===== src/sv/mstp_pkg.sv =====
// ----------------------------------------------------------------------------
// mstp_pkg
// Shared types and constants for the prim spanning tree block.
// ----------------------------------------------------------------------------
package mstp_pkg;

  localparam int ROW_W    = 4;
  localparam int COL_W    = 4;
  localparam int COST_W   = 16;
  localparam int NODE_W   = 4;
  localparam int TOTAL_W  = 20;
  localparam int NCOUNT_W = 5;
  localparam int APB_AW   = 2;
  localparam int APB_DW   = 32;

  localparam logic [TOTAL_W-1:0]  TOTAL_MAX        = {TOTAL_W{1'b1}};
  localparam logic [NCOUNT_W-1:0] NODE_COUNT_RESET = 5'd16;
  localparam logic [APB_AW-1:0]   REG_NODE_COUNT   = 2'd0;

  // controller to datapath
  typedef struct packed {
    logic load;         // write the current beat into the weight store
    logic run_init;     // fresh flags, keys and sum, root joins
    logic idx_clr;      // restart the vertex counter
    logic relax_issue;  // read one weight of the new vertex's row
    logic scan_init;    // start a minimum search
    logic scan_en;      // examine one vertex in the search
    logic take;         // join the chosen vertex and emit its edge
    logic emit_disc;    // emit the disconnected result
  } cmd_t;

  // datapath to controller
  typedef struct packed {
    logic idx_last;
    logic found;
    logic final_join;
  } sts_t;

endpackage


===== src/sv/mstp_ctrl.sv =====
// ----------------------------------------------------------------------------
// mstp_ctrl
// Sequencer for loading, relaxing a row and searching the minimum key.
// ----------------------------------------------------------------------------
module mstp_ctrl import mstp_pkg::*; (
  input  logic clk,
  input  logic rst,
  input  logic start,
  input  logic last,
  input  sts_t sts,
  output cmd_t cmd,
  output logic busy
);

  localparam logic [2:0] S_IDLE   = 3'd0;
  localparam logic [2:0] S_RELAX  = 3'd1;
  localparam logic [2:0] S_SINIT  = 3'd2;
  localparam logic [2:0] S_SCAN   = 3'd3;
  localparam logic [2:0] S_DECIDE = 3'd4;

  logic [2:0] state;
  logic [2:0] state_next;

  always_ff @(posedge clk) begin
    if (rst) begin
      state <= S_IDLE;
    end else begin
      state <= state_next;
    end
  end

  always_comb begin
    cmd        = '0;
    state_next = state;
    unique case (state)
      S_IDLE: begin
        if (start) begin
          cmd.load = 1'b1;
          if (last) begin
            cmd.run_init = 1'b1;
            cmd.idx_clr  = 1'b1;
            state_next   = S_RELAX;
          end
        end
      end
      S_RELAX: begin
        cmd.relax_issue = 1'b1;
        if (sts.idx_last) begin
          state_next = S_SINIT;
        end
      end
      // last weight of the row is written back during this cycle
      S_SINIT: begin
        cmd.scan_init = 1'b1;
        state_next    = S_SCAN;
      end
      S_SCAN: begin
        cmd.scan_en = 1'b1;
        if (sts.idx_last) begin
          state_next = S_DECIDE;
        end
      end
      S_DECIDE: begin
        if (!sts.found) begin
          cmd.emit_disc = 1'b1;
          state_next    = S_IDLE;
        end else begin
          cmd.take = 1'b1;
          if (sts.final_join) begin
            state_next = S_IDLE;
          end else begin
            cmd.idx_clr = 1'b1;
            state_next  = S_RELAX;
          end
        end
      end
      default: begin
        state_next = S_IDLE;
      end
    endcase
  end

  assign busy = (state != S_IDLE);

endmodule


===== config.mk =====
export PLATFORM = sky130hd
export DESIGN_NAME = mstp_ctrl
export DESIGN_NICKNAME = d
export VERILOG_FILES = /design/src/sv/mstp_pkg.sv /design/src/sv/mstp_ctrl.sv
export SDC_FILE = /design/constraint.sdc
export NUM_CORES = 1
export LEC_CHECK = 0
export BUFFER_PORTS_ARGS = -buffer_cell sky130_fd_sc_hd__buf_2
export CORE_AREA = 3 3 40 42
export DETAILED_ROUTE_END_ITERATION = 8
export DIE_AREA = 0 0 43 45
export PLACE_DENSITY_LB_ADDON = 0.3
export SETUP_SLACK_MARGIN = 0.2
export SLEW_MARGIN = 40
export SYNTH_ARGS = -nofsm -noshare
export SYNTH_HDL_FRONTEND = slang
export SYNTH_SLANG_ARGS = --single-unit

===== constraint.sdc =====
create_clock -name clk -period 3 [get_ports clk]
set_clock_uncertainty 0.1 [all_clocks]
set_input_delay 0.6 -clock clk [delete_from_list [all_inputs] [get_ports clk]]
set_output_delay 0.6 -clock clk [all_outputs]
set_load 0.05 [all_outputs]

Word level (Yosys, flattened, before mapping)
Cells that the tools add are included.

storage, ports and cells
  bits of input ports = 7
  word-level logic and storage cells = 31
  output and inout port bits = 9
  bits in registers = 3

operators by class
  multiplexer cells = 19
  reductions and logical operators = 3
  equal/unequal tests = 8

operator list
  operator              count
  $mux W3               6
  $pmux W3 S5           1
  $mux W1               8
  $ne A2 B2 Y1 const B  4
  $eq A3 B2 Y1 const B  2
  $mux W2               3
  $reduce_and A4 Y1     1
  $eq A3 B1 Y1 const B  1
  $eq A3 B3 Y1 const B  1
  $logic_not A3 Y1      1
  $reduce_bool A3 Y1    1
  $pmux W1 S2           1

Logic depth before layout (Yosys ltp)
Gate-level depths: netlist of run 1.

  depth in word-level cells = 3
  mapped depth = 3

Worst setup path after synthesis of run 1
OpenSTA, ideal clock, no wires.

  kind = input port to output port
  start point = input sts[0] (netlist name)
  end point = output cmd[5] (netlist name)
  path buffers = 0
  data arrival time = 1.903 ns
  setup slack = 0.397 ns
  cell stages on the path = 2
  path through = nand3b_1 a211oi_1

RTL lines
  item                RTL line         text
  start: declaration  mstp_ctrl.sv:10  input sts_t sts,
  end: declaration    mstp_ctrl.sv:11  output cmd_t cmd,

==> results_dict.tcl, run 1 <==
set metrics [dict create \
    rrSetupSlack_ps 1850 \
    post_cts_buffers 0 \
    cts_hold_buf 0 \
    crit_path_max_incr_delay_ps 440 \
    dp_hpwl_microns 437 \
    overflow 0 \
    r2r-end "state[0]" \
    yosys.area.top_type "dfxtp_1" \
    die_w_microns 43 \
    report.final.setup_viol 0 \
    fin_util_pct 26.3 \
    syn2layout_area_growth_pct 47.5 \
    path_buf_inv 1 \
    yosysUniqueCellTypes 14 \
    grt_pass1_vias 216 \
    routedWlPerCell_microns 9.59 \
    ir_worst_vdd_uv 134 \
    largest_reg_flops 3 \
    instances_no_fill 63 \
    netlist_area_sq_um 229 \
    final_common_cell "buf_2" \
    syn_avg_cell_area_sq_um 7.63 \
    numCtsBuffers 3 \
    critPathCaptureType "output port" \
    clock-sinks 3 \
    root_buffer "clkbuf_4" \
    fillCellCount 136 \
    viasPerCell 4.25 \
    rows 13 \
    layout_min_cycle_time_ps 2150 \
    ys_seq_area_share_pct 26.2 \
    worstHoldStart "state[2]" \
    synth-edff-count 0 \
    tightest_slew_ps 332 \
    regMostFlops "state" \
    arrival_ps 1450 \
    cts.path.max_buffers 2 \
    clk_transition_reported_paths_ps 40 \
    detail-route-antenna-nets 0 \
    crit_start "state[2]" \
    ys_warn_count 0 \
    synthCells 30 \
    required_ps 2300 \
    post_cts_resized 0 \
    start_kind "register" \
    synth_top_area_share_pct 26.2 \
    slew_viol_final 0 \
    final_cell_mix "buf_2 (15), nor2_1 (6)" \
    drc 0 \
    dr.pass1.iters 4 \
    ys_ff_latch 3 \
    syn_nets 37 \
    die-height_microns 45 \
    globalplace.congestion 0.686 \
    grt_usage_pct 6.65 \
    grt_max_degree 11 \
    min_period_over_period_pct 71.8 \
    finalHoldViolations 0 \
    reg.largest.list "state x3" \
    drt_wl_total_microns 604 \
    min_path_cells 1 \
    synthFlopType "dfxtp_1" \
    path_cells "or3b_1 > nor2_1 > buf_2" \
    grt_setup_unrepaired "no" \
    core-area_sq_um 1280 \
    dieArea_sq_um 1940 \
    num_vias 268 \
    reg2reg_depth 2 \
    status "completed" \
    synth_area_leaders "dfxtp_1 (26%), a211oi_1 (9.8%), nand3b_1 (9.8%), nor2_1 (9.8%), or3b_1 (7.7%)" \
    p_leak_nw 0.167 \
    path_class "reg2out" \
    initial_core_util_pct 17.8 \
    cts_tree "built" \
    drtIter0Drc 4 \
    max_freq_mhz 464 \
    worstHoldPathType "reg2reg" \
    io_pins 16 \
    critPathMaxFanout 8 \
    dp.cells 59 \
    crit_path_top_delay_cell "dfxtp_1" \
    clk_latency_ps 230 \
    h-tree-depth 1 \
    hold_end "state[1]" \
    drive_gt1_share_pct 43.8 \
    slew_headroom_pct 77.8 \
    powerDensity_nw_per_um2 529 \
    r2r-start "state[2]" \
    grt_antenna_before_repair 0 \
    maxCapViolations 0 \
    antenna_cells 0 \
    finalSetupTns_ps 0 \
    portBuffers 15 \
    grt_pass1_wl_microns 924 \
    path_delay_family "simple AND/OR/NAND/NOR gates" \
    synth-async-reset-ratio_pct 0 \
    num-nets-final 56 \
]
routing by layer:
| metal | up-vias | share of wire (%) | global-route usage [%] |
|---|---|---|---|
| met4 | 0 | 0 | 9.04 |
| li1 | 140 | - | - |
| met3 | 0 | 10 | 1.59 |
| met2 | 13 | 38 | 6.59 |
| met1 | 115 | 52 | 9.35 |
| met5 | - | 0 | 0 |
worst max-delay path by stage:
stage          slack [ps]  cells after the start  endpoint
2_1_floorplan         400                      2    cmd[5]
3_3_place_gp          980                      4    cmd[5]
3_5_place_dp          960                      4    cmd[5]
4_1_cts               840                      3    cmd[1]
5_1_grt               750                      3    cmd[1]
6_report              850                      3    cmd[1]
final cells by class:
| class | instances | area, sq um | share of cell area [%] |
|---|---|---|---|
| clock buffers | 4 | 26.3 | 7.78 |
| repair buffers | 15 | 75.1 | 22.2 |
| inverters | 3 | 11.3 | 3.33 |
| well taps | 15 | 18.8 | 5.56 |
| flip-flops and latches | 3 | 60.1 | 17.8 |
| multi-input cells | 23 | 146 | 43.3 |
synthesized netlist by cell type (2+ instances only):
| master | instances |
|---|---|
| nor2_1 | 6 |
| a211oi_1 | 3 |
| dfxtp_1 | 3 |
| inv_1 | 3 |
| nand3b_1 | 3 |
| nand2_1 | 2 |
| nor3_1 | 2 |
| or3b_1 | 2 |
cells by family (layout without fill, tap and decap cells):
group                  after synthesis  after routing  synth area share [%]
buffers and inverters                4             22                  9.84
and+or+nand+nor                     17             17                  42.6
AOI/OAI and AO/OA                    6              6                  21.3
DFF                                  3              3                  26.2
per-stage QoR:
step                setup WS, ps  total power [mW]  area, sq um  hold slack, ps
floorplan                    397            0.0962          229             393
global placement             978             0.109          312             458
detailed placement           958             0.109          312             459
CTS                          841             0.183          338             462
global route                 752             0.191          338             496
finish                       847             0.179          338             471
power breakdown:
group	switching (mW)	internal, mW	total (mW)	leakage [nW]
clock network	0.0201	0.0498	0.0699	0.0150
registers	0.00577	0.0426	0.0483	0.0245
logic	0.0422	0.0185	0.0606	0.128
total	0.0680	0.111	0.179	0.167
Note: power is estimated with default switching activity, not from simulation.
==> run 2, diff against run 1 <==
Settings changed: ABC_AREA set to 1.
Clock period 3 ns to 1.9 ns, I/O delays scaled along.
==> run 2 against run 1 <==
  * Synthesized cell count increased by 30%
  * Worst hold slack worse by 240 ps
  * First-iteration DRC count is 100% lower
  * Critical path depth is 1 higher
==> results_dict.tcl, run 2 <==
set metrics [dict create \
    status "completed" \
    clk_transition_reported_paths_ps 40 \
    min_period_over_period_pct 86.1 \
    crit_path_top_delay_cell "dfxtp_1" \
    clk_latency_ps 240 \
    powerDensity_nw_per_um2 857 \
    drc 0 \
    synth_area_leaders "dfxtp_1 (27%), nand2_1 (19%), nor2_1 (12%), inv_1 (10%), nand3_1 (9.0%)" \
    path_cells "nor2_4 > nand3_1 > o21ai_4 > buf_6" \
    num-nets-final 67 \
    syn_avg_cell_area_sq_um 5.71 \
    synth-async-reset-ratio_pct 0 \
    critPathCaptureType "output port" \
    path_buf_inv 1 \
    drive_gt1_share_pct 50.8 \
    die_w_microns 43 \
    drt_wl_total_microns 579 \
    grt_pass1_wl_microns 1020 \
    synth_common_cells "nand2_1 (11), nor2_1 (7), inv_1 (6)" \
    ys_seq_area_share_pct 27.0 \
    r2r-start "state[1]" \
    fin_area_sq_um 418 \
    portBuffers 15 \
    tightest_slew_ps 249 \
    numCtsBuffers 3 \
    ys_ff_latch 3 \
    maxCapViolations 0 \
    worstHoldPathType "in2reg" \
    ys_warn_count 0 \
    fin_util_pct 32.5 \
    path_class "reg2out" \
    dr.pass1.iters 1 \
    start_kind "register" \
    grt_antenna_before_repair 0 \
    synthCells 39 \
    detail-route-antenna-nets 0 \
    globalplace.congestion 0.679 \
    synth-edff-count 0 \
    ir_worst_vdd_uv 329 \
    slew_viol_final 0 \
    layout_min_cycle_time_ps 1640 \
    dieArea_sq_um 1940 \
    power_mw 0.358 \
    yosysUniqueCellTypes 10 \
    root_buffer "clkbuf_4" \
    crit_start "state[1]" \
    synth_fa_ha_area_share_pct 0 \
    synth-simple-area-share_pct 51.1 \
    netlist_area_sq_um 223 \
    synth_top_family_by_area "simple AND/OR/NAND/NOR gates" \
    cts_tree "built" \
    crit_path_max_incr_delay_ps 330 \
    core-area_sq_um 1280 \
    synth_top_area_share_pct 27.0 \
    dp_slack_ps 252 \
    overflow 0 \
    final_cell_mix "nand2_1 (10), buf_2 (8), inv_1 (6), buf_4 (6)" \
    initial_core_util_pct 17.3 \
    grt_pass1_vias 269 \
    finalSetupTns_ps 0 \
    syn2layout_area_growth_pct 87.6 \
    synthFlopType "dfxtp_1" \
    die-height_microns 45 \
    slew_headroom_pct 83.5 \
    critPathMaxFanout 4 \
    finalHoldViolations 0 \
    h-tree-depth 1 \
    yosys.area.top_type "dfxtp_1" \
    required_ps 1420 \
    grt_usage_pct 7.24 \
    synthMuxAreaShare_pct 0 \
    max_freq_mhz 611 \
    grt_setup_unrepaired "yes" \
    syn_nets 46 \
    grt_max_degree 7 \
    routedWlPerCell_microns 7.82 \
    synth.most_common_cell "nand2_1" \
    holdWs_ps 232 \
    num_vias 288 \
    viasPerCell 3.89 \
    cts.path.max_buffers 2 \
    dp.cells 69 \
    regMostFlops "state" \
    rows 13 \
    p_leak_nw 0.225 \
    drtIter0Drc 0 \
    clock-sinks 3 \
    final_common_cell "nand2_1" \
    fin_ws_ps 264 \
    synthXorXnorAreaFrac_pct 0 \
    antenna_cells 0 \
    worstHoldStart "rst" \
    instances_no_fill 74 \
    dpl_cell_area_sq_um 345 \
    io_pins 16 \
    synth_compound_area_share_pct 6.74 \
    dp_hpwl_microns 495 \
    path_delay_family "flip-flops" \
    largest_reg_flops 3 \
    arrival_ps 1160 \
    reg.largest.list "state x3" \
    report.final.setup_viol 0 \
]
[run 2: cell count changes after synthesis, moves of 2 or more]
cell and change:
nand2_1 +9, or3b_1 -2, a21oi_1 +2, nand3_1 +4, nor3_1 -2, inv_2 +3, inv_1 +3, a211oi_1 -3
nand3b_1 -3
[run 2: final cells by class]
| type | instances | area [sq um] |
|---|---|---|
| sequential | 3 | 61.3 |
| tap | 15 | 18.8 |
| multi-input combinational | 27 | 170 |
| fill | 148 | 867 |
| inverter | 9 | 33.8 |
| timing repair buffer | 16 | 108 |
| clock buffer | 4 | 26.3 |
[run 2: path summary, 6_finish.rpt]
check	cells past startpoint	slack, ps	end
setup / recovery	4	260	cmd[5]
hold / removal	2	230	state[0]
setup reg to reg	7	790	state[0]
hold reg to reg	2	420	state[0]
[run 2: what timing repair did]
item,in CTS,in global routing
setup buffers,0,1
setup endpoints to repair,6,7
pin swaps,0,1
hold buffers,0,0
resized for setup,7,8
[run 2: metal layers]
| metal | global-route usage [%] | share of wire [%] |
|---|---|---|
| met4 | 5.42 | 2.1 |
| met3 | 3.59 | 7.1 |
| met1 | 8.17 | 43 |
| met2 | 10.5 | 48 |
| met5 | 0 | 0 |
[run 2: kinds of logic (layout without fill, tap and decap cells)]
logic type,count (synthesis),count (layout)
AND/OR/NAND/NOR,24,24
flip-flops,3,3
AO/OA/AOI/OAI,3,3
buffers and inverters,9,29
[run 2: where the power goes]
part	internal, mW	switching [mW]	leakage (nW)
logic	0.0530	0.115	0.186
registers	0.0692	0.00787	0.0248
clock network	0.0788	0.0344	0.0150
total	0.201	0.157	0.225
