[src/sv/mstp_pkg.sv]
// ----------------------------------------------------------------------------
// mstp_pkg
// Shared types and constants for the prim spanning tree block.
// ----------------------------------------------------------------------------
package mstp_pkg;

  localparam int ROW_W    = 4;
  localparam int COL_W    = 4;
  localparam int COST_W   = 16;
  localparam int NODE_W   = 4;
  localparam int TOTAL_W  = 20;
  localparam int NCOUNT_W = 5;
  localparam int APB_AW   = 2;
  localparam int APB_DW   = 32;

  localparam logic [TOTAL_W-1:0]  TOTAL_MAX        = {TOTAL_W{1'b1}};
  localparam logic [NCOUNT_W-1:0] NODE_COUNT_RESET = 5'd16;
  localparam logic [APB_AW-1:0]   REG_NODE_COUNT   = 2'd0;

  // controller to datapath
  typedef struct packed {
    logic load;         // write the current beat into the weight store
    logic run_init;     // fresh flags, keys and sum, root joins
    logic idx_clr;      // restart the vertex counter
    logic relax_issue;  // read one weight of the new vertex's row
    logic scan_init;    // start a minimum search
    logic scan_en;      // examine one vertex in the search
    logic take;         // join the chosen vertex and emit its edge
    logic emit_disc;    // emit the disconnected result
  } cmd_t;

  // datapath to controller
  typedef struct packed {
    logic idx_last;
    logic found;
    logic final_join;
  } sts_t;

endpackage

[src/sv/mstp_regs.sv]
// ----------------------------------------------------------------------------
// mstp_regs
// APB register file holding the vertex count.
// ----------------------------------------------------------------------------
module mstp_regs import mstp_pkg::*; (
  input  logic                clk,
  input  logic                rst,
  input  logic                psel,
  input  logic                penable,
  input  logic                pwrite,
  input  logic [APB_AW-1:0]   paddr,
  input  logic [APB_DW-1:0]   pwdata,
  output logic [APB_DW-1:0]   prdata,
  output logic                pready,
  output logic [NCOUNT_W-1:0] node_count
);

  always_ff @(posedge clk) begin
    if (rst) begin
      node_count <= NODE_COUNT_RESET;
    end else if (psel && penable && pwrite && paddr == REG_NODE_COUNT) begin
      node_count <= pwdata[NCOUNT_W-1:0];
    end
  end

  always_comb begin
    if (paddr == REG_NODE_COUNT) begin
      prdata = {{(APB_DW-NCOUNT_W){1'b0}}, node_count};
    end else begin
      prdata = '0;
    end
  end

  assign pready = 1'b1;

endmodule

[config.mk]
export PLATFORM = sky130hd
export DESIGN_NAME = mstp_regs
export DESIGN_NICKNAME = d
export VERILOG_FILES = /design/src/sv/mstp_pkg.sv /design/src/sv/mstp_regs.sv
export SDC_FILE = /design/constraint.sdc
export NUM_CORES = 1
export LEC_CHECK = 0
export ABC_CLOCK_PERIOD_IN_PS = 1050
export BUFFER_PORTS_ARGS = -buffer_cell sky130_fd_sc_hd__buf_4
export CAP_MARGIN = 20
export CELL_PAD_IN_SITES_DETAIL_PLACEMENT = 0
export CELL_PAD_IN_SITES_GLOBAL_PLACEMENT = 1
export CORE_MARGIN = 4
export CORE_UTILIZATION = 16
export CTS_CLUSTER_SIZE = 40
export DETAILED_ROUTE_END_ITERATION = 10
export PLACE_DENSITY_LB_ADDON = 0.1
export SKIP_CTS_REPAIR_TIMING = 1
export SLEW_MARGIN = 20
export SYNTH_ARGS = -nofsm -noshare
export SYNTH_HDL_FRONTEND = slang
export SYNTH_SLANG_ARGS = --single-unit
[constraint.sdc]
create_clock -name clk -period 1.05 [get_ports clk]
set_input_delay 0.21 -clock clk [delete_from_list [all_inputs] [get_ports clk]]
set_output_delay 0.21 -clock clk [all_outputs]
set_load 0.02 [all_outputs]
# Word level (Yosys, flattened, before mapping)
# Index checks and enable logic that the tools add are counted.
# Widths: inputs -> output; s select.
word_totals:
  word_cells: 6
  register_bits: 5
classes:
  n_reduce_logical: 4
  n_mux: 1
op_table:
  columns: ["cell", "n"]
  rows:
  - ["$mux 5", 1]
  - ["$logic_and 1x1->1", 3]
  - ["$logic_not 2->1", 1]

# Longest topological paths before layout
# Gate-level depths: netlist of the first run.
logic_depth:
  ltp_word: 3
  ltp_mapped: 4

# Least setup slack after synthesis of the first run
# No wires, ideal clock.
synth_path:
  path_type: "in2reg"
  startpoint: "in paddr[1]"
  endpoint: "reg node_count[0]"
  stages: 4
  path_buffers: 1
  t_required_ns: 0.978
  t_arrival_ns: 0.827
  setup_slack_ns: 0.151
  cell_sequence: "nor2_2 > and4_1 > buf_6 > mux2i_1"
synth_between:
  elab_chain_cells: 2
synth_rtl:
  columns: ["item", "line_no", "rtl"]
  rows:
  - ["from (decl)", "mstp_regs.sv:11", "input logic [APB_AW-1:0] paddr,"]
  - ["$logic_not 2->1", "mstp_regs.sv:21", "end else if (psel && penable && pwrite && paddr == REG_NODE_COUNT) begin"]
  - ["$logic_and 1x1->1", "mstp_regs.sv:21", null]
  - ["to (signal assigned)", "mstp_regs.sv:22", "node_count <= pwdata[NCOUNT_W-1:0];"]
  - ["to (decl)", "mstp_regs.sv:15", "output logic [NCOUNT_W-1:0] node_count"]
# No other way between the ends.
# A chain may end at the register's enable or synchronous reset.

# Worst setup path in the final report of the first run
layout_path:
  startpoint: "reg node_count[0]"
  endpoint: "out prdata[0]"
layout_between:
  elab_chain_cells: 1
layout_rtl:
  columns: ["item", "line_no", "rtl"]
  rows:
  - ["$mux 5", "mstp_regs.sv:27", "if (paddr == REG_NODE_COUNT) begin"]
  - ["to (decl)", "mstp_regs.sv:13", "output logic [APB_DW-1:0] prdata,"]
# No other way between the ends.

==> impl_metrics.toml, run 1 <==
[run_status]
status = "complete, no violations"

[detailed_routing]
drt_iter0_markers = 2
ant_nets = 0
wl_met2_um = 516
highest_layer = "met4"
wl_per_cell_um = 9.14
firstDrtPassIters = 4
avgViaCountPerCell = 3.20
drc = 0
vias = 378
wl_met3_um = 154
totalWireLength_um = 1080
wl_met1_um = 356

[sta]
fin_crit_ps = 1050
setup_viol = 0
whs_ps = 220
hold_violations = 0
fmax_ghz = 0.956
post-route-period-util_pct = 99.7
slew_viol_final = 0
grt_setup_unrepaired = "yes"
skew_ps = 0

[floorplanning]
core.rowCount = 19
core-area_mm2 = 0.00285
fp.dieW_um = 63.5
die_h_um = 63.5
start_util_pct = 17.3
dieArea_mm2 = 0.00403
boundaryPins = 77

[setup_path]
crit_family = "flip-flops"
startpoint_type = "flop"
cpMaxStageDelayCell = "dfxtp_2"
path_class = "flop to output port"
cp_cell_sequence = "and2_4 -> buf_6"
crit_buf_inv = 1
arrival_ps = 840
cp.required_ps = 840
end_kind = "output port"
critPathMaxStageDelay_ps = 320
crit_path_max_fanout = 3

[power_and_ir_drop]
leakage_nw = 0.354
irDropWorstVdd_uv = 226
p_per_area_mw_per_mm2 = 873

[global_route]
gr-total-overflow = 0
grtUsageTotal_pct = 4.78
grt_antenna_before_repair = 0
grt_pass1_wl_um = 1330
grt_max_degree = 11
first_global_vias = 280

[synth]
synth_seq_cells = 5
syn_inst = 59
synth_top_area_share_pct = 42.6
ys_top_cells_by_area = "buf_4 (43%), dfxtp_1 (20%), mux2i_1 (10%)"
seq_area_frac_synth_pct = 20.3
yosys.cell_types.count = 11
avgSynthCellArea_um2 = 8.36
yosys_warnings = 0
yosysTopAreaCell = "buf_4"
synth_area_um2 = 493

[cts]
clk_pin_slew_ps = 50
cts.sinks = 5
root_buffer = "clkbuf_4"
htree_levels = 1
cts_tree = "done"
cts_buffer_depth = 2
clk_latency_ps = 250
cts_buffers = 3

[finish]
area_delta_synth_final_pct = 41.1
fin_nets = 127
largest-register = "node_count"
fillers = 323
largest_registers = "node_count (5)"
drive_gt1_share_pct = 48.3
final_util_pct = 24.4
insertedDiodeCount = 0
largest_reg_flops = 5

[flow_run]
drv_cap = 0

[placed_design]
io_buffer_count = 21
globalplace.congestion = 0.569

[worst_hold_path]
hold_path_class = "input pin to flop"
## synthesized netlist by cell type
| master | count |
|---|---|
| nand2b_1 | 8 |
| buf_6 | 1 |
| dfxtp_1 | 5 |
| buf_4 | 28 |
| nor2_1 | 2 |
| buf_1 | 1 |
| and2_2 | 5 |
| mux2i_1 | 5 |
| and4_1 | 1 |
| nor2_2 | 1 |
| conb_1 | 2 |
## layout by cell type (no fill, tap or decap)
cell type,n
buf_4,18
and2_4,5
clkbuf_4,3
nor2_1,2
nor2_4,1
mux2i_1,5
conb_1,28
buf_6,10
dfxtp_2,5
and4_1,1
clkbuf_1,1
nand2b_1,8
## power breakdown
part	leakage, nW	internal [mW]	switching (mW)	total, mW
clock network	0.0150	0.144	0.0886	0.233
registers	0.0419	0.193	0.00148	0.195
logic	0.297	0.0580	0.122	0.180
## through the flow
stage	area, um^2	setup WS (ps)	TNS, ps	cells	power, mW
6_report	696	3.60	0	118	0.607
2_1_floorplan	591	151	0	85	0.394
3_3_place_gp	584	-58.5	-405	110	0.364
3_5_place_dp	584	-39.6	-256	110	0.364
5_1_grt	696	-19.1	-31.2	118	0.642
4_1_cts	611	-60.0	-272	114	0.603
## layout make-up
class / count / area, um^2 / share of cell area [%]
timing repair buffer: 28 / 248 / 35.6
tap: 31 / 38.8 / 5.58
multi-input combinational: 50 / 277 / 39.7
clock buffer: 4 / 26.3 / 3.78
sequential: 5 / 106 / 15.3
## layer usage
| metal | up-vias | global-route usage (%) |
|---|---|---|
| li1 | 180 | - |
| met1 | 161 | 4.43 |
| met2 | 32 | 6.91 |
| met3 | 5 | 1.95 |
| met4 | 0 | 6.47 |
| met5 | - | 0 |
## cell families (layout without fill, tap and decap cells)
family        after synthesis  count (layout)  share of synthesized area [%]
flops                       5               5                           20.3
buf+inv                    30              32                           45.7
other cells                 2              28                           1.52
simple gates               17              17                           22.3
mux                         5               5                           10.2
## worst min-delay path: cells and delay by family
family                 cells  cell delay (ps)
muxes                      1              100
buffers and inverters      1               80
and+or+nand+nor            1               30
## path summary, 6_finish.rpt
kind / from / endpoint / slack, ps / cells after the start
max: node_count[0] / prdata[0] / 4 / 2
min: pwdata[4] / node_count[4] / 220 / 3
max reg2reg: node_count[4] / node_count[4] / 350 / 3
min reg2reg: node_count[2] / node_count[2] / 480 / 2
Power figures use the tool's default switching activity.
==> run 2, diff against run 1 <==
--- a/config.mk
+++ b/config.mk
@@ -6,15 +6,15 @@
 export NUM_CORES = 1
 export LEC_CHECK = 0
 export ABC_CLOCK_PERIOD_IN_PS = 1050
-export BUFFER_PORTS_ARGS = -buffer_cell sky130_fd_sc_hd__buf_4
 export CAP_MARGIN = 20
 export CELL_PAD_IN_SITES_DETAIL_PLACEMENT = 0
 export CELL_PAD_IN_SITES_GLOBAL_PLACEMENT = 1
 export CORE_MARGIN = 4
-export CORE_UTILIZATION = 16
+export CORE_UTILIZATION = 34
 export CTS_CLUSTER_SIZE = 40
 export DETAILED_ROUTE_END_ITERATION = 10
-export PLACE_DENSITY_LB_ADDON = 0.1
+export DONT_BUFFER_PORTS = 1
+export PLACE_DENSITY = 0.82
 export SKIP_CTS_REPAIR_TIMING = 1
 export SLEW_MARGIN = 20
 export SYNTH_ARGS = -nofsm -noshare
==> run 2 against run 1 <==
  * Clock skew unchanged
  * Via count fell by 24%
  * Setup slack improved by 65 ps
  * Core utilization is 10 points higher
  * Cell area fell by 33%
  * Critical path depth shrank 1
  * Sequential power about the same
  * Global-route usage increased by 2.7 points
  * Fmax grew 6.6%
==> impl_metrics.toml, run 2 (synthesis results as in run 1) <==
[run_status]
status = "complete, no violations"

[finish]
largest-register = "node_count"
area_delta_synth_final_pct = -6.09
mostFrequentLayoutCells = "conb_1 (28), nand2b_1 (8), buf_4 (7)"
insertedDiodeCount = 0
layout_commonest_cell = "conb_1"
final_util_pct = 34.7
drive_gt1_share_pct = 24.2
fin_area_um2 = 463
largest_reg_flops = 5
fin_nets = 106
largest_registers = "node_count (5)"

[detailed_routing]
ant_nets = 0
wl_met1_um = 279
wl_per_cell_um = 10.5
wl_met3_um = 163
vias = 286
wl_met2_um = 410
firstDrtPassIters = 3
drc = 0
highest_layer = "met3"
avgViaCountPerCell = 3.53
drt_iter0_markers = 2
totalWireLength_um = 853

[power_and_ir_drop]
clock_power_share_pct = 41.0
p_per_area_mw_per_mm2 = 1170
p_comb_share_pct = 23.1
intPower_mw = 0.355
p_seq_share_pct = 35.8
irDropWorstVdd_uv = 403
netSwitchingFraction_pct = 34.4
leakage_nw = 0.234
switchingPower_mw = 0.186

[global_route]
grt_pass1_wl_um = 1090
grtUsageTotal_pct = 7.45
first_global_vias = 276
gr-total-overflow = 0
grt_antenna_before_repair = 0
grt_max_degree = 11

[sta]
grt_setup_unrepaired = "no"
fmax_ghz = 1.02
hold_violations = 0
setup_slack_ps = 68.6
tns_ps = 0
setup_viol = 0
post-route-period-util_pct = 93.5
slew_viol_final = 0
skew_ps = 0
fin_crit_ps = 981

[setup_path]
cp_cell_sequence = "and2_2"
startpoint_type = "flop"
arrival_ps = 770
critPathMaxStageDelay_ps = 330
cp.required_ps = 840
crit_buf_inv = 0
end_kind = "output port"
crit_family = "flip-flops"
cpMaxStageDelayCell = "dfxtp_1"
crit_path_max_fanout = 2
path_class = "flop to output port"

[floorplanning]
die_h_um = 46.1
fp.dieW_um = 46.1
core-area_mm2 = 0.00133
boundaryPins = 77
core.rowCount = 13
start_util_pct = 37.0
dieArea_mm2 = 0.00212

[cts]
htree_levels = 1
cts.sinks = 5
clk_latency_ps = 240
cts_buffer_depth = 2
cts_buffers = 3
root_buffer = "clkbuf_4"
clk_pin_slew_ps = 40
cts_tree = "done"

[placed_design]
io_buffer_count = 0
dp.final_hpwl_um = 726
globalplace.congestion = 0.564
placedInstanceArea_um2 = 437
pre_cts_ws_ps = 112

[flow_run]
drv_cap = 0

[worst_hold_path]
hold_path_class = "input pin to flop"
run 2: changes by cell type in the layout (fill, tap and decap cells not counted), sizes merged:
cell  before  now
buf       28    7
run 2: path summary, 6_finish.rpt:
path                 start       endpoint  slack [ps]  cells after the start
min              pwdata[0]  node_count[0]         120                      2
max reg2reg  node_count[4]  node_count[4]         320                      3
max          node_count[1]      prdata[1]          70                      1
min reg2reg  node_count[0]  node_count[0]         630                      3
run 2: power groups by stage:
stage / registers, mW / logic (mW) / clock network, mW
4_1_cts: 0.194 / 0.123 / 0.235
3_3_place_gp: 0.197 / 0.122 / 0
2_1_floorplan: 0.201 / 0.193 / 0
3_5_place_dp: 0.197 / 0.123 / 0
5_1_grt: 0.194 / 0.136 / 0.247
6_report: 0.194 / 0.125 / 0.222
run 2: cell type report:
cell class | count | area, um^2
fill | 153 | 871
multi-input combinational | 50 | 265
sequential | 5 | 100
timing repair buffer | 7 | 52.6
clock buffer | 4 | 26.3
tap | 15 | 18.8
run 2: per-stage QoR:
stage / std cells / hold slack (ps) / power, mW
2_1_floorplan: 85 / 365 / 0.394
3_3_place_gp: 77 / 369 / 0.320
3_5_place_dp: 77 / 374 / 0.321
4_1_cts: 81 / 113 / 0.553
5_1_grt: 81 / 136 / 0.576
6_report: 81 / 122 / 0.541
run 2: routing by layer:
layer / track usage, % / vias up
met5: 0 / -
met4: 5.11 / 0
met3: 3.13 / 0
met2: 12.9 / 31
met1: 6.98 / 118
li1: - / 137
==> run 3, diff against run 2 <==
--- a/config.mk
+++ b/config.mk
@@ -5,16 +5,17 @@
 export SDC_FILE = /design/constraint.sdc
 export NUM_CORES = 1
 export LEC_CHECK = 0
+export ABC_AREA = 1
 export ABC_CLOCK_PERIOD_IN_PS = 1050
 export CAP_MARGIN = 20
 export CELL_PAD_IN_SITES_DETAIL_PLACEMENT = 0
 export CELL_PAD_IN_SITES_GLOBAL_PLACEMENT = 1
 export CORE_MARGIN = 4
-export CORE_UTILIZATION = 34
+export CORE_UTILIZATION = 32
 export CTS_CLUSTER_SIZE = 40
 export DETAILED_ROUTE_END_ITERATION = 10
 export DONT_BUFFER_PORTS = 1
-export PLACE_DENSITY = 0.82
+export PLACE_DENSITY = 0.81
 export SKIP_CTS_REPAIR_TIMING = 1
 export SLEW_MARGIN = 20
 export SYNTH_ARGS = -nofsm -noshare
==> run 3 against run 2 <==
  * Clock skew unchanged
  * Fmax is 4.9% lower
  * Global-route usage shrank 0.43 points
  * Non-clock buffer count rose by 3
  * Via count rose by 34%
  * Critical path depth rose by 2
  * Synthesized cell count is 32% higher
  * Highest routed layer unchanged
==> impl_metrics.toml, run 3 <==
[run_status]
status = "complete, no violations"

[cts]
clk_pin_slew_ps = 40
clk_latency_ps = 240
root_buffer = "clkbuf_4"
cts_tree = "done"
cts_buffers = 3
cts_buffer_depth = 2
cts.sinks = 5
htree_levels = 1

[power_and_ir_drop]
p_per_area_mw_per_mm2 = 1060
irDropWorstVdd_uv = 399
leakage_nw = 0.305
p_total_mw = 0.571

[finish]
final_util_pct = 35.8
fin_area_um2 = 539
largest_registers = "node_count (5)"
drive_gt1_share_pct = 34.4
largest_reg_flops = 5
area_delta_synth_final_pct = 5.64
layoutNonFillerInstCount = 106
largest-register = "node_count"
mostFrequentLayoutCells = "conb_1 (28), nor2_1 (12), buf_4 (9)"
fin_nets = 130
layout_commonest_cell = "conb_1"
insertedDiodeCount = 0

[synth]
synth_most_common_cell = "buf_4"
synth-edff-count = 0
yosys_warnings = 0
synthTopCellsByCount = "buf_4 (28), nor2_1 (14), inv_1 (11), nand2_1 (6)"
yosysTopAreaCell = "buf_4"
yosys.cell_types.count = 13
seq_area_frac_synth_pct = 19.6
synthArstFlopShare_pct = 0
synth_seq_cells = 5
synth_top_flop_cell = "dfxtp_1"
synth_top_area_share_pct = 41.2
synth_area_um2 = 510
ys_top_cells_by_area = "buf_4 (41%), dfxtp_1 (20%), nor2_1 (10%)"
syn_inst = 78
avgSynthCellArea_um2 = 6.54

[placed_design]
dp.final_hpwl_um = 853
io_buffer_count = 0
globalplace.congestion = 0.691
place_inst = 102
pre_cts_ws_ps = 224
placedInstanceArea_um2 = 493

[global_route]
first_global_vias = 303
grtUsageTotal_pct = 7.02
grt_antenna_before_repair = 0
grt_pass1_wl_um = 1100
gr-total-overflow = 0
grt_max_degree = 8

[setup_path]
startpoint_type = "flop"
cp.required_ps = 840
cpMaxStageDelayCell = "dfxtp_2"
path_class = "flop to output port"
critPathMaxStageDelay_ps = 330
crit_buf_inv = 2
arrival_ps = 820
cp_cell_sequence = "inv_2 -> nor2_1 -> buf_4"
crit_family = "flip-flops"
end_kind = "output port"
crit_path_max_fanout = 2

[floorplanning]
core-area_mm2 = 0.00151
start_util_pct = 33.9
fp.dieW_um = 47.9
core.rowCount = 14
boundaryPins = 77
dieArea_mm2 = 0.00230
die_h_um = 47.9

[sta]
skew_ps = 0
setup_slack_ps = 17.6
slew_viol_final = 0
setup_viol = 0
fin_crit_ps = 1030
post-route-period-util_pct = 98.3
grt_setup_unrepaired = "yes"
tns_ps = 0
fmax_ghz = 0.969
whs_ps = 104
hold_violations = 0

[detailed_routing]
avgViaCountPerCell = 3.61
wl_per_cell_um = 8.82
drt_iter0_markers = 5
drc = 0
ant_nets = 0
totalWireLength_um = 935
vias = 383
firstDrtPassIters = 2

[flow_run]
drv_cap = 0

[worst_hold_path]
hold_path_class = "input pin to flop"
[run 3: cell count changes after synthesis, moves of 2 or more]
| cell | previous run | this run |
|---|---|---|
| and2_2 | 5 | 0 |
| inv_1 | 0 | 11 |
| inv_2 | 0 | 2 |
| mux2i_1 | 5 | 0 |
| nand2_1 | 0 | 6 |
| nand2b_1 | 8 | 0 |
| nand3_1 | 0 | 5 |
| nor2_1 | 2 | 14 |
[run 3: layer usage]
metal | wire length (um) | GRT usage (%) | up-vias
li1 | - | - | 194
met5 | 0 | 0 | -
met4 | 0 | 4.84 | 0
met3 | 140 | 1.88 | 0
met2 | 489 | 11.9 | 28
met1 | 305 | 7.51 | 161
[run 3: cell type report]
cell class,count,area [um^2]
fill,177,967
sequential,5,106
inverter,13,48.8
timing repair buffer,10,78.8
clock buffer,4,26.3
tap,16,20.0
multi-input combinational,58,259
[run 3: power breakdown]
| group | leakage [nW] | switching (mW) | total, mW | internal [mW] |
|---|---|---|---|---|
| Sequential | 0.0420 | 0.00281 | 0.198 | 0.196 |
| Clock | 0.0150 | 0.0753 | 0.219 | 0.143 |
| Combinational | 0.248 | 0.130 | 0.154 | 0.0234 |
[run 3: cells by family after synthesis]
group / after synthesis / share of synthesized area (%)
other: 2 / 1.47
DFF: 5 / 19.6
and+or+nand+nor: 29 / 27.2
buffers and inverters: 41 / 50.7
AOI/OAI and AO/OA: 1 / 0.979
[run 3: final timing paths]
kind / from / endpoint / slack (ps) / cells after the start
setup / recovery: node_count[2] / prdata[2] / 20 / 3
hold / removal: pwdata[4] / node_count[4] / 100 / 2
setup reg to reg: node_count[3] / node_count[3] / 300 / 3
hold reg to reg: node_count[0] / node_count[0] / 630 / 3
